===== src/fsp_pkg.sv =====
// ----------------------------------------------------------------------------
// fsp_pkg
// Shared types and constants for the format spec field parser.
// ----------------------------------------------------------------------------
package fsp_pkg;

    // default width of the width and precision accumulators
    localparam int VALUE_BITS_DEF = 31;

    // width of the width and precision result fields
    localparam int FIELD_W = 31;

    typedef struct packed {
        logic [7:0] ch;
        logic       begin_req;
    } t_in_item;

    typedef struct packed {
        logic [4:0]         flag_mask;
        logic [FIELD_W-1:0] width;
        logic               width_from_arg;
        logic               precision_given;
        logic [FIELD_W-1:0] precision;
        logic               precision_from_arg;
        logic [2:0]         length_mod;
        logic [7:0]         conv_char;
        logic               has_conv;
    } t_out_item;

endpackage


===== src/fsp_dec_acc.sv =====
// ----------------------------------------------------------------------------
// fsp_dec_acc
// Saturating decimal accumulator: acc * 10 + digit, clamped to all ones.
// ----------------------------------------------------------------------------
module fsp_dec_acc #(
    parameter int VALUE_BITS = fsp_pkg::VALUE_BITS_DEF
) (
    input  logic [VALUE_BITS-1:0] i_acc,
    input  logic [3:0]            i_digit,
    output logic [VALUE_BITS-1:0] o_acc
);

    localparam int SW = VALUE_BITS + 4;

    logic [SW-1:0] prod;
    logic [SW-1:0] sum;

    // acc * 10 as (acc << 3) + (acc << 1); fits in four extra bits
    assign prod = {1'b0, i_acc, 3'b000} + {3'b000, i_acc, 1'b0};
    assign sum  = prod + {{(SW-4){1'b0}}, i_digit};

    assign o_acc = (sum[SW-1:VALUE_BITS] != 4'd0) ? {VALUE_BITS{1'b1}}
                                                  : sum[VALUE_BITS-1:0];

endmodule


===== src/fsp_core.sv =====
// ----------------------------------------------------------------------------
// fsp_core
// Spec state and per-character decode; flags a result on the ending character.
// ----------------------------------------------------------------------------
module fsp_core #(
    parameter int VALUE_BITS = fsp_pkg::VALUE_BITS_DEF
) (
    input  logic               i_clk,
    input  logic               i_rst_n,
    input  logic               i_go,
    input  fsp_pkg::t_in_item  i_item,
    output logic               o_res_valid,
    output fsp_pkg::t_out_item o_res
);

    typedef enum logic [7:0] {
        PH_FLAGS = 8'b0000_0001,
        PH_WIDTH = 8'b0000_0010,
        PH_WSKIP = 8'b0000_0100,
        PH_DOT   = 8'b0000_1000,
        PH_PREC  = 8'b0001_0000,
        PH_PSKIP = 8'b0010_0000,
        PH_LEN2  = 8'b0100_0000,
        PH_LSKIP = 8'b1000_0000
    } t_phase;

    localparam logic [2:0] LEN_NONE = 3'd0;
    localparam logic [2:0] LEN_HH   = 3'd1;
    localparam logic [2:0] LEN_H    = 3'd2;
    localparam logic [2:0] LEN_L    = 3'd3;
    localparam logic [2:0] LEN_LL   = 3'd4;
    localparam logic [2:0] LEN_J    = 3'd5;
    localparam logic [2:0] LEN_Z    = 3'd6;

    localparam logic [7:0] CH_HASH  = 8'h23;
    localparam logic [7:0] CH_ZERO  = 8'h30;
    localparam logic [7:0] CH_NINE  = 8'h39;
    localparam logic [7:0] CH_MINUS = 8'h2D;
    localparam logic [7:0] CH_PLUS  = 8'h2B;
    localparam logic [7:0] CH_SPACE = 8'h20;
    localparam logic [7:0] CH_STAR  = 8'h2A;
    localparam logic [7:0] CH_DOT   = 8'h2E;
    localparam logic [7:0] CH_H     = 8'h68;
    localparam logic [7:0] CH_L     = 8'h6C;
    localparam logic [7:0] CH_J     = 8'h6A;
    localparam logic [7:0] CH_Z     = 8'h7A;

    localparam int FB_HASH  = 0;
    localparam int FB_ZERO  = 1;
    localparam int FB_MINUS = 2;
    localparam int FB_PLUS  = 3;
    localparam int FB_SPACE = 4;

    t_phase                r_phase,      n_phase,      cur_phase;
    logic [4:0]            r_flags,      n_flags,      cur_flags;
    logic [VALUE_BITS-1:0] r_width_acc,  n_width_acc,  cur_width_acc;
    logic                  r_width_star, n_width_star, cur_width_star;
    logic [VALUE_BITS-1:0] r_prec_acc,   n_prec_acc,   cur_prec_acc;
    logic                  r_prec_seen,  n_prec_seen,  cur_prec_seen;
    logic                  r_prec_star,  n_prec_star,  cur_prec_star;
    logic [2:0]            r_len,        n_len,        cur_len;

    logic [7:0]            c;
    logic                  c_digit;
    logic                  c_len;
    logic                  fin;
    logic                  go_after;
    logic                  go_len;
    logic [VALUE_BITS-1:0] width_step;
    logic [VALUE_BITS-1:0] prec_step;

    assign c       = i_item.ch;
    assign c_digit = (c >= CH_ZERO) && (c <= CH_NINE);
    assign c_len   = (c == CH_H) || (c == CH_L) || (c == CH_J) || (c == CH_Z);

    // a start request works on a freshly cleared spec
    always_comb begin
        if (i_item.begin_req) begin
            cur_phase      = PH_FLAGS;
            cur_flags      = '0;
            cur_width_acc  = '0;
            cur_width_star = 1'b0;
            cur_prec_acc   = '0;
            cur_prec_seen  = 1'b0;
            cur_prec_star  = 1'b0;
            cur_len        = LEN_NONE;
        end else begin
            cur_phase      = r_phase;
            cur_flags      = r_flags;
            cur_width_acc  = r_width_acc;
            cur_width_star = r_width_star;
            cur_prec_acc   = r_prec_acc;
            cur_prec_seen  = r_prec_seen;
            cur_prec_star  = r_prec_star;
            cur_len        = r_len;
        end
    end

    fsp_dec_acc #(.VALUE_BITS(VALUE_BITS)) u_width_acc (
        .i_acc   (cur_width_acc),
        .i_digit (c[3:0]),
        .o_acc   (width_step)
    );

    fsp_dec_acc #(.VALUE_BITS(VALUE_BITS)) u_prec_acc (
        .i_acc   (cur_prec_acc),
        .i_digit (c[3:0]),
        .o_acc   (prec_step)
    );

    always_comb begin
        n_phase      = cur_phase;
        n_flags      = cur_flags;
        n_width_acc  = cur_width_acc;
        n_width_star = cur_width_star;
        n_prec_acc   = cur_prec_acc;
        n_prec_seen  = cur_prec_seen;
        n_prec_star  = cur_prec_star;
        n_len        = cur_len;
        go_after     = 1'b0;
        go_len       = 1'b0;
        fin          = 1'b0;

        unique case (cur_phase)
            PH_FLAGS: begin
                if (c == CH_HASH) begin
                    n_flags[FB_HASH] = 1'b1;
                end else if (c == CH_ZERO) begin
                    n_flags[FB_ZERO] = 1'b1;
                end else if (c == CH_MINUS) begin
                    n_flags[FB_MINUS] = 1'b1;
                end else if (c == CH_PLUS) begin
                    n_flags[FB_PLUS] = 1'b1;
                end else if (c == CH_SPACE) begin
                    n_flags[FB_SPACE] = 1'b1;
                end else if (c == CH_STAR) begin
                    n_width_star = 1'b1;
                    n_phase      = PH_WSKIP;
                end else if (c_digit) begin
                    n_width_acc = width_step;
                    n_phase     = PH_WIDTH;
                end else begin
                    go_after = 1'b1;
                end
            end
            PH_WIDTH: begin
                if (c_digit) begin
                    n_width_acc = width_step;
                end else begin
                    go_after = 1'b1;
                end
            end
            PH_WSKIP: begin
                go_after = !c_digit;
            end
            PH_DOT: begin
                if (c == CH_STAR) begin
                    n_prec_star = 1'b1;
                    n_phase     = PH_PSKIP;
                end else if (c_digit) begin
                    n_prec_acc = prec_step;
                    n_phase    = PH_PREC;
                end else begin
                    go_len = 1'b1;
                end
            end
            PH_PREC: begin
                if (c_digit) begin
                    n_prec_acc = prec_step;
                end else begin
                    go_len = 1'b1;
                end
            end
            PH_PSKIP: begin
                go_len = !c_digit;
            end
            PH_LEN2: begin
                if (c == CH_L && cur_len == LEN_L) begin
                    n_len = LEN_LL;
                end else if (c == CH_H && cur_len == LEN_H) begin
                    n_len = LEN_HH;
                end
                if (c_len) begin
                    n_phase = PH_LSKIP;
                end else begin
                    fin = 1'b1;
                end
            end
            PH_LSKIP: begin
                fin = !c_len;
            end
            default: begin
                fin = !c_len;
            end
        endcase

        if (go_after) begin
            if (c == CH_DOT) begin
                n_prec_seen = 1'b1;
                n_phase     = PH_DOT;
            end else begin
                go_len = 1'b1;
            end
        end

        if (go_len) begin
            priority if (c == CH_Z) begin
                n_len   = LEN_Z;
                n_phase = PH_LSKIP;
            end else if (c == CH_J) begin
                n_len   = LEN_J;
                n_phase = PH_LSKIP;
            end else if (c == CH_L) begin
                n_len   = LEN_L;
                n_phase = PH_LEN2;
            end else if (c == CH_H) begin
                n_len   = LEN_H;
                n_phase = PH_LEN2;
            end else begin
                fin = 1'b1;
            end
        end
    end

    assign o_res_valid              = fin;
    assign o_res.flag_mask          = n_flags;
    assign o_res.width              = fsp_pkg::FIELD_W'(n_width_acc);
    assign o_res.width_from_arg     = n_width_star;
    assign o_res.precision_given    = n_prec_seen;
    assign o_res.precision          = fsp_pkg::FIELD_W'(n_prec_acc);
    assign o_res.precision_from_arg = n_prec_star;
    assign o_res.length_mod         = n_len;
    assign o_res.conv_char          = c;
    assign o_res.has_conv           = (c != 8'd0);

    always_ff @(posedge i_clk) begin
        if (!i_rst_n || (i_go && fin)) begin
            r_phase      <= PH_FLAGS;
            r_flags      <= '0;
            r_width_acc  <= '0;
            r_width_star <= 1'b0;
            r_prec_acc   <= '0;
            r_prec_seen  <= 1'b0;
            r_prec_star  <= 1'b0;
            r_len        <= LEN_NONE;
        end else if (i_go) begin
            r_phase      <= n_phase;
            r_flags      <= n_flags;
            r_width_acc  <= n_width_acc;
            r_width_star <= n_width_star;
            r_prec_acc   <= n_prec_acc;
            r_prec_seen  <= n_prec_seen;
            r_prec_star  <= n_prec_star;
            r_len        <= n_len;
        end
    end

`ifndef SYNTHESIS
    // a finished spec leaves the state cleared
    a_fin_clears: assert property (@(posedge i_clk) disable iff (!i_rst_n)
        (i_go && fin) |=> (r_phase == PH_FLAGS && r_len == LEN_NONE))
        else $error("state not cleared after a result");

    // in the flags phase nothing beyond flags has been collected
    a_flags_clean: assert property (@(posedge i_clk) disable iff (!i_rst_n)
        (r_phase == PH_FLAGS) |-> (r_width_acc == '0 && r_prec_acc == '0 &&
                                   !r_prec_seen && !r_width_star && r_len == LEN_NONE))
        else $error("flags phase with collected fields");

    // skipping digits after a star never accumulates a width
    a_wskip_star: assert property (@(posedge i_clk) disable iff (!i_rst_n)
        (r_phase == PH_WSKIP) |-> (r_width_star && r_width_acc == '0))
        else $error("width skip phase without star");
`endif

endmodule


===== src/format_spec_field_parser.sv =====
// ----------------------------------------------------------------------------
// format_spec_field_parser
// Decodes one printf style conversion spec from a stream of characters.
// ----------------------------------------------------------------------------
//  channel | direction | payload              | handshake
//  --------+-----------+----------------------+--------------------------------
//  in      | input     | t_in_item (ch, begin)| i_in_valid / o_in_stall
//  out     | output    | t_out_item (9 fields)| o_out_valid / i_out_stall
//
// One character per cycle unless a held result stalls decode; a character is
// taken into the input register and its result, if any, goes to the result
// register; the rate is set by the combinational decode between the two.
// Synchronous active-low reset clears the spec state and both valid flags.
// A held result stalls decode; the input register still takes one more item if empty.
// ----------------------------------------------------------------------------
module format_spec_field_parser #(
    parameter int VALUE_BITS = fsp_pkg::VALUE_BITS_DEF
) (
    input  logic               i_clk,
    input  logic               i_rst_n,
    input  logic               i_in_valid,
    input  fsp_pkg::t_in_item  i_in_item,
    output logic               o_in_stall,
    output logic               o_out_valid,
    output fsp_pkg::t_out_item o_out_item,
    input  logic               i_out_stall
);

    logic               r_in_valid;
    fsp_pkg::t_in_item  r_in_item;
    logic               r_out_valid;
    fsp_pkg::t_out_item r_out_item;

    logic               go;
    logic               res_valid;
    fsp_pkg::t_out_item res;

    // decode only when the result slot is free or being emptied
    assign go         = r_in_valid && (!r_out_valid || !i_out_stall);
    assign o_in_stall = r_in_valid && !go;

    fsp_core #(.VALUE_BITS(VALUE_BITS)) u_core (
        .i_clk       (i_clk),
        .i_rst_n     (i_rst_n),
        .i_go        (go),
        .i_item      (r_in_item),
        .o_res_valid (res_valid),
        .o_res       (res)
    );

    always_ff @(posedge i_clk) begin
        if (!i_rst_n) begin
            r_in_valid <= 1'b0;
        end else if (i_in_valid && !o_in_stall) begin
            r_in_valid <= 1'b1;
        end else if (go) begin
            r_in_valid <= 1'b0;
        end
    end

    always_ff @(posedge i_clk) begin
        if (i_in_valid && !o_in_stall) begin
            r_in_item <= i_in_item;
        end
    end

    always_ff @(posedge i_clk) begin
        if (!i_rst_n) begin
            r_out_valid <= 1'b0;
        end else if (go && res_valid) begin
            r_out_valid <= 1'b1;
        end else if (!i_out_stall) begin
            r_out_valid <= 1'b0;
        end
    end

    always_ff @(posedge i_clk) begin
        if (go && res_valid) begin
            r_out_item <= res;
        end
    end

    assign o_out_valid = r_out_valid;
    assign o_out_item  = r_out_item;

`ifndef SYNTHESIS
    // input side stalls only when a held result blocks decode
    a_stall_cause: assert property (@(posedge i_clk) disable iff (!i_rst_n)
        o_in_stall |-> (r_in_valid && r_out_valid && i_out_stall))
        else $error("input stalled without a blocked result");

    // a new result appears only from a decoded item
    a_out_source: assert property (@(posedge i_clk) disable iff (!i_rst_n)
        $rose(o_out_valid) |-> $past(go && res_valid))
        else $error("result without a decoded item");

    // conversion flag agrees with the ending character
    a_has_conv: assert property (@(posedge i_clk) disable iff (!i_rst_n)
        o_out_valid |-> (o_out_item.has_conv == (o_out_item.conv_char != 8'd0)))
        else $error("has_conv does not match conv_char");
`endif

endmodule

===== config.mk =====
export PLATFORM = sky130hd
export DESIGN_NAME = format_spec_field_parser
export DESIGN_NICKNAME = d
export VERILOG_FILES = /design/src/fsp_pkg.sv /design/src/fsp_dec_acc.sv /design/src/fsp_core.sv /design/src/format_spec_field_parser.sv
export SDC_FILE = /design/constraint.sdc
export NUM_CORES = 1
export LEC_CHECK = 0
export BUFFER_PORTS_ARGS = -buffer_cell sky130_fd_sc_hd__buf_2
export CAP_MARGIN = 20
export CORE_AREA = 2 2 147 149
export DETAILED_ROUTE_END_ITERATION = 8
export DIE_AREA = 0 0 149 151
export GPL_ROUTABILITY_DRIVEN = 1
export GPL_TIMING_DRIVEN = 0
export PLACE_DENSITY = 0.82
export SYNTH_ARGS = -nofsm -noshare
export SYNTH_HDL_FRONTEND = slang
export SYNTH_SLANG_ARGS = --single-unit

===== constraint.sdc =====
create_clock -name i_clk -period 6.3 [get_ports i_clk]
set_input_delay 0.63 -clock i_clk [delete_from_list [all_inputs] [get_ports i_clk]]
set_output_delay 0.63 -clock i_clk [all_outputs]
set_load 0.02 [all_outputs]

## Yosys cells after proc, flatten, opt, wreduce, memory -nomap -nowiden

Cells that the tools add are included.

- Add/sub/neg operators: 4
- $lt $le $gt $ge: 2
- Eq/ne operators: 21
- Muxes and demuxes: 90
- Reduce and logical (&&, ||, !) cells: 24

Operators with widths:

| operator | count |
|---|---|
| 31-bit two-way mux | 13 |
| 8-bit two-way mux | 18 |
| 31-bit one-hot mux with 2 select lines | 2 |
| 34-bit by 32-bit adder with 35-bit output | 2 |
| 35-bit by 4-bit adder with 35-bit output | 2 |
| 8-bit by 6-bit equality test with 1-bit output (second input constant) | 8 |
| 8-bit by 7-bit equality test with 1-bit output (second input constant) | 5 |
| 1-bit two-way mux | 39 |
| 3-bit two-way mux | 10 |
| 8-bit one-hot mux with 3 select lines | 1 |
| 5-bit two-way mux | 2 |
| 8-bit by 1-bit equality test with 1-bit output (second input constant) | 1 |
| 8-bit by 2-bit equality test with 1-bit output (second input constant) | 1 |
| 8-bit by 3-bit equality test with 1-bit output (second input constant) | 1 |
| 8-bit by 4-bit equality test with 1-bit output (second input constant) | 1 |
| 8-bit by 5-bit equality test with 1-bit output (second input constant) | 1 |
| 8-bit by 6-bit >= comparator with 1-bit output (second input constant) | 1 |
| 8-bit by 6-bit <= comparator with 1-bit output (second input constant) | 1 |
| 4-bit nonzero test | 2 |
| 8-bit nonzero test | 1 |
| 1-bit logical AND | 7 |
| 1-bit zero test | 7 |
| 3-bit by 2-bit equality test with 1-bit output (second input constant) | 2 |
| 1-bit one-hot mux with 3 select lines | 2 |
| 7 further kinds | 11 |

- Register bits after elaboration: 174
- Input port bits: 13
- Output and inout port bits: 84
- Word-level logic and storage cells: 162

## Logic depth before layout (Yosys ltp)

- Depth in word-level cells: 17
- Depth in mapped cells: 18
- Mapped depth without buffers: 14

## By module

A second synthesis with hierarchy kept.

- Cell total of the unflattened synthesis: 1380
- Area, all modules: 12737.2 sq um

Modules (own cells, without submodules):

| module | instances | cells each | area each (sq um) | seq. area each (sq um) |
|---|---|---|---|---|
| fsp_core | 1 | 675 | 5218.8 | 1621.6 |
| fsp_dec_acc | 2 | 302 | 2347.3 | 0.0 |
| format_spec_field_parser | 1 | 101 | 2824.0 | 2772.7 |

## Worst setup path before layout

OpenSTA, ideal clock, no wires.

- Path type: reg2reg
- Start point: register r_in_item[0] (netlist bit)
- End point: register r_out_item, in the netlist o_out_item[17] (data pin)
- Library setup time: 261 ps
- Arrival: 4235 ps
- Required time: 6039 ps
- Path slack: 1804 ps
- Cell stages (with the launch flop): 18
- Path buffers: 6
- Clock period less this slack: 4496 ps
- Path through: edfxtp_1 -> buf_2 -> buf_1 -> clkbuf_1 -> clkbuf_1 -> nor2b_1 -> ha_1 -> ha_1 -> nand2_1 -> o211a_1 -> or4_4 -> a221o_1 -> o211ai_2 -> xnor2_1 -> nor4b_2 -> buf_2 -> buf_2 -> a21oi_1

RTL lines:

| element | RTL line | source |
|---|---|---|
| start: declaration | format_spec_field_parser.sv:30 | `fsp_pkg::t_in_item r_in_item;` |
| start signal: assignment | format_spec_field_parser.sv:63 | `r_in_item <= i_in_item;` |
| end signal: assignment | format_spec_field_parser.sv:79 | `r_out_item <= res;` |
| end: declaration | format_spec_field_parser.sv:32 | `fsp_pkg::t_out_item r_out_item;` |

==> results.txt <==
Final WS setup: 0.2926 ns
initial antenna violation count: 1
cts hold-fix bufs: 0
Core Area: 20820 sq um
Crit. End Element: flip-flop
post-synthesis async set-or-reset flop share: 0%
clock slew at reported path FFs: 0.08 ns
die area: 22500 sq um
Tmin final: 6.007 ns
reg-to-reg startpoint: r_in_item[0]$_DFFE_PP_
Distinct cells, synth: 88
worst path buffer plus inverter count: 6
TNS Setup: 0 ns
Hold Vio Cnt, Final: 0
sequential power share: 46.1%
#FFs+latches synth: 174
setup bufs post-CTS: 0
Worst Path Required: 6.49 ns
CTS tree: yes
final WL: 38.40 mm
Finished Core Util: 68.62%
H-Tree Level Count: 4
Logic pwr share: 15.4%
largest net degree at the start of global routing: 68
crit path kind: reg -> reg
DR vias/cell: 6.478
min-delay src: i_in_item[0]
initial core utilization: 61.65%
IO Count: 97
number of synthesized flops with an enable pin: 91
PwrDens: 193.5 nW/um^2
Tot GR Track Use: 33.84%
# fillers: 1743
Buffers on Ports: 95
Crit path max-delay family: buffers and inverters
Sw Pwr: 0.8507 mW
switch share: 30.76%
Sequential cell area: 4394 sq um
Critical Path Start Type: flip-flop
Net Count, Synth: 1654
main flop type after synthesis: edfxtp_1
Initial DRC Count: 1420
max cap viols: 0
Peak VDD IR: 0.1240 mV
Pre-antenna DRT Iters: 6
Layout area overhead: 11.30%
Worst path max stage delay: 0.58 ns
Synth Area per Inst: 8.468 sq um
DR WL/cell: 20.00 microns
DIE HEIGHT: 151 microns
post-synthesis sequential area ratio: 34.23%
# rows: 53
final number of setup-violating endpoints: 0
fin. max-slew vios: 0
Synth top area share: 21.29%
synth warn: 0
status: finished clean
clock buffer depth: 2
largest cells by area after synthesis: edfxtp_1 (21%), dfxtp_1 (13%), ha_1 (12%)
Mapped Area: 12840 sq um
Max transition margin: 34.54%
leading area contributor after synthesis: edfxtp_1
Post-Syn Instances: 1516
post-place setup slack: 0.2479 ns
RSZ-0062 raised after global routing: no
DRC: 0
die width: 149 microns
vias: 12440
multi-input logic area: 7916 sq um
CP Max Fanout: 10
Clock Latency Late Sink: 0.44 ns
internal power: 1.915 mW
TritonCTS Buffers: 17
achievable frequency: 0.1665 GHz
layout cells sized above 1: 10.77%
clk sink count: 174
gp weighted congestion: 0.9741
CP max-delay cell: a311oi_1
fin crit share: 95.36%
fin nets: 1769
DP HPWL: 28.92 mm
clock share of power: 38.5%
root buf cell: clkbuf_16
skew final: 0.01205 ns
Worst Tran Pin Value: 0.9729 ns
Post-DRT Antenna Nets: 0
cell chain of the critical path: buf_2 -> buf_1 -> clkbuf_2 -> nor2b_1 -> ha_1 -> ha_1 -> clkbuf_1 -> nand2_1 -> or3_1 -> a311oi_1 -> a21oi_1 -> mux2i_1 -> or4_1 -> buf_2 -> clkbuf_1 -> nor2_1 -> o21ai_0
Leak: 6.028 nW
hold crit path type: in -> reg
GRT overflow: 0
first-pass GRT wire length: 60.05 mm
vias in the first global route: 11700
CP arrival: 6.20 ns
start point of the critical path: r_in_item[0]$_DFFE_PP_
==> synth_stat cells, types with 12 or more instances <==
| cell | number |
|---|---|
| nor2_1 | 159 |
| ha_1 | 122 |
| buf_2 | 18 |
| edfxtp_1 | 91 |
| o21ai_0 | 108 |
| o211ai_1 | 32 |
| nand2_1 | 137 |
| nand3_1 | 37 |
| a21oi_1 | 183 |
| inv_1 | 32 |
| dfxtp_1 | 83 |
| o21bai_1 | 12 |
| a21o_1 | 26 |
| nand4_1 | 23 |
| and2_1 | 18 |
| xor2_1 | 27 |
| a311o_1 | 12 |
| clkbuf_1 | 73 |
| nor3_1 | 19 |
| xnor2_1 | 34 |
| nor2b_1 | 67 |
==> metal layers <==
metal / track usage (%) / vias up / share of wire, %
met5: 0 / - / 0
met4: 16.95 / 0 / 4.6
met3: 4.759 / 133 / 8.6
met2: 56.45 / 624 / 47
met1: 43.16 / 5830 / 40
li1: - / 5850 / -
==> path summary, 6_finish.rpt <==
kind,to,slack [ns],cells after the start
max,o_out_item[49]$_DFFE_PP_,0.29,17
min reg2reg,u_core.r_flags[3]$_SDFFE_PP0P_,0.47,2
min,r_in_item[0]$_DFFE_PP_,0.36,1
max reg2reg,o_out_item[49]$_DFFE_PP_,0.29,17
==> timing repair <==
action                                  CTS  global route
endpoints found under the setup margin    0            21
hold endpoints to repair                  0             0
resized for setup                         0             4
==> worst register-to-register path: stages (launching register included) <==
cell and delay (ns):
edfxtp_1 0.40, buf_2 0.29, buf_1 0.51, clkbuf_2 0.40, nor2b_1 0.19, ha_1 0.33, ha_1 0.27, clkbuf_1 0.31
nand2_1 0.22, or3_1 0.44, a311oi_1 0.58, a21oi_1 0.20, mux2i_1 0.16, or4_1 0.15, buf_2 0.26, clkbuf_1 0.55
nor2_1 0.11, o21ai_0 0.39
==> cell usage in the layout, fill, tap and decap left out, types with 8 or more instances in the layout <==
cell	n
edfxtp_1	91
clkbuf_16	17
inv_1	31
nand2b_1	8
or3_1	8
nor2_1	159
a21o_1	26
xnor2_1	34
a21oi_1	183
nand4_1	23
o211ai_1	32
nand3_1	37
o21bai_1	12
nor4_1	9
buf_2	113
and2_1	18
o21ai_0	108
nor3_1	19
a211oi_1	10
and3_1	10
a31oi_1	9
dfxtp_1	83
clkbuf_1	71
nor2b_1	67
o221ai_1	10
ha_1	122
nand2_1	137
a311o_1	12
xor2_1	27
==> through the flow <==
stage | cell area, sq um | std cells | power (mW) | hold slack [ns]
after floorplan | 12840 | 1516 | 1.585 | 0.4206
after detailed placement | 13690 | 1887 | 1.714 | 0.4485
after CTS | 14280 | 1919 | 2.752 | 0.3599
after global routing | 14290 | 1919 | 2.852 | 0.3561
after global placement | 13660 | 1886 | 1.703 | 0.4417
final | 14290 | 1920 | 2.765 | 0.3598
==> layout make-up <==
type                    instances  area share [%]
multi-input cells            1212           55.41
flip-flops and latches        174           30.76
repair buffers                 96           3.520
clock buffers                  17           2.977
plain buffers                  97           2.837
well taps                     275           2.408
clock inverters                15           1.191
inverters                      33          0.8845
diodes                          1         0.01751
==> power by group through the flow <==
stage	logic [mW]	clock network, mW	registers [mW]
floorplan	0.249	0	1.34
global placement	0.400	0	1.30
detailed placement	0.413	0	1.30
CTS	0.416	1.06	1.28
global route	0.461	1.11	1.28
finish	0.425	1.06	1.28
==> state kept, by name, indices dropped and copies added, names as in the netlist <==
name and cells:
u_core.r_width_star 1, r_in_item 9, u_core.r_phase 8, o_out_item 82, u_core.r_width_acc 31, u_core.r_prec_seen 1
u_core.r_len 3, u_core.r_prec_star 1, o_out_valid 1, u_core.r_prec_acc 31, u_core.r_flags 5, r_in_valid 1
==> cell families after synthesis <==
| kind of cell | after synthesis | share of synthesized area [%] |
|---|---|---|
| xor gates and xnor gates | 61 | 4.162 |
| adders and majority gates | 125 | 12.36 |
| buffers and inverters | 130 | 4.103 |
| muxes | 3 | 0.2339 |
| DFF | 174 | 34.23 |
| and+or+nand+nor | 522 | 19.78 |
| AOI/OAI and AO/OA | 501 | 25.14 |
(Power assumes the default switching activity.)
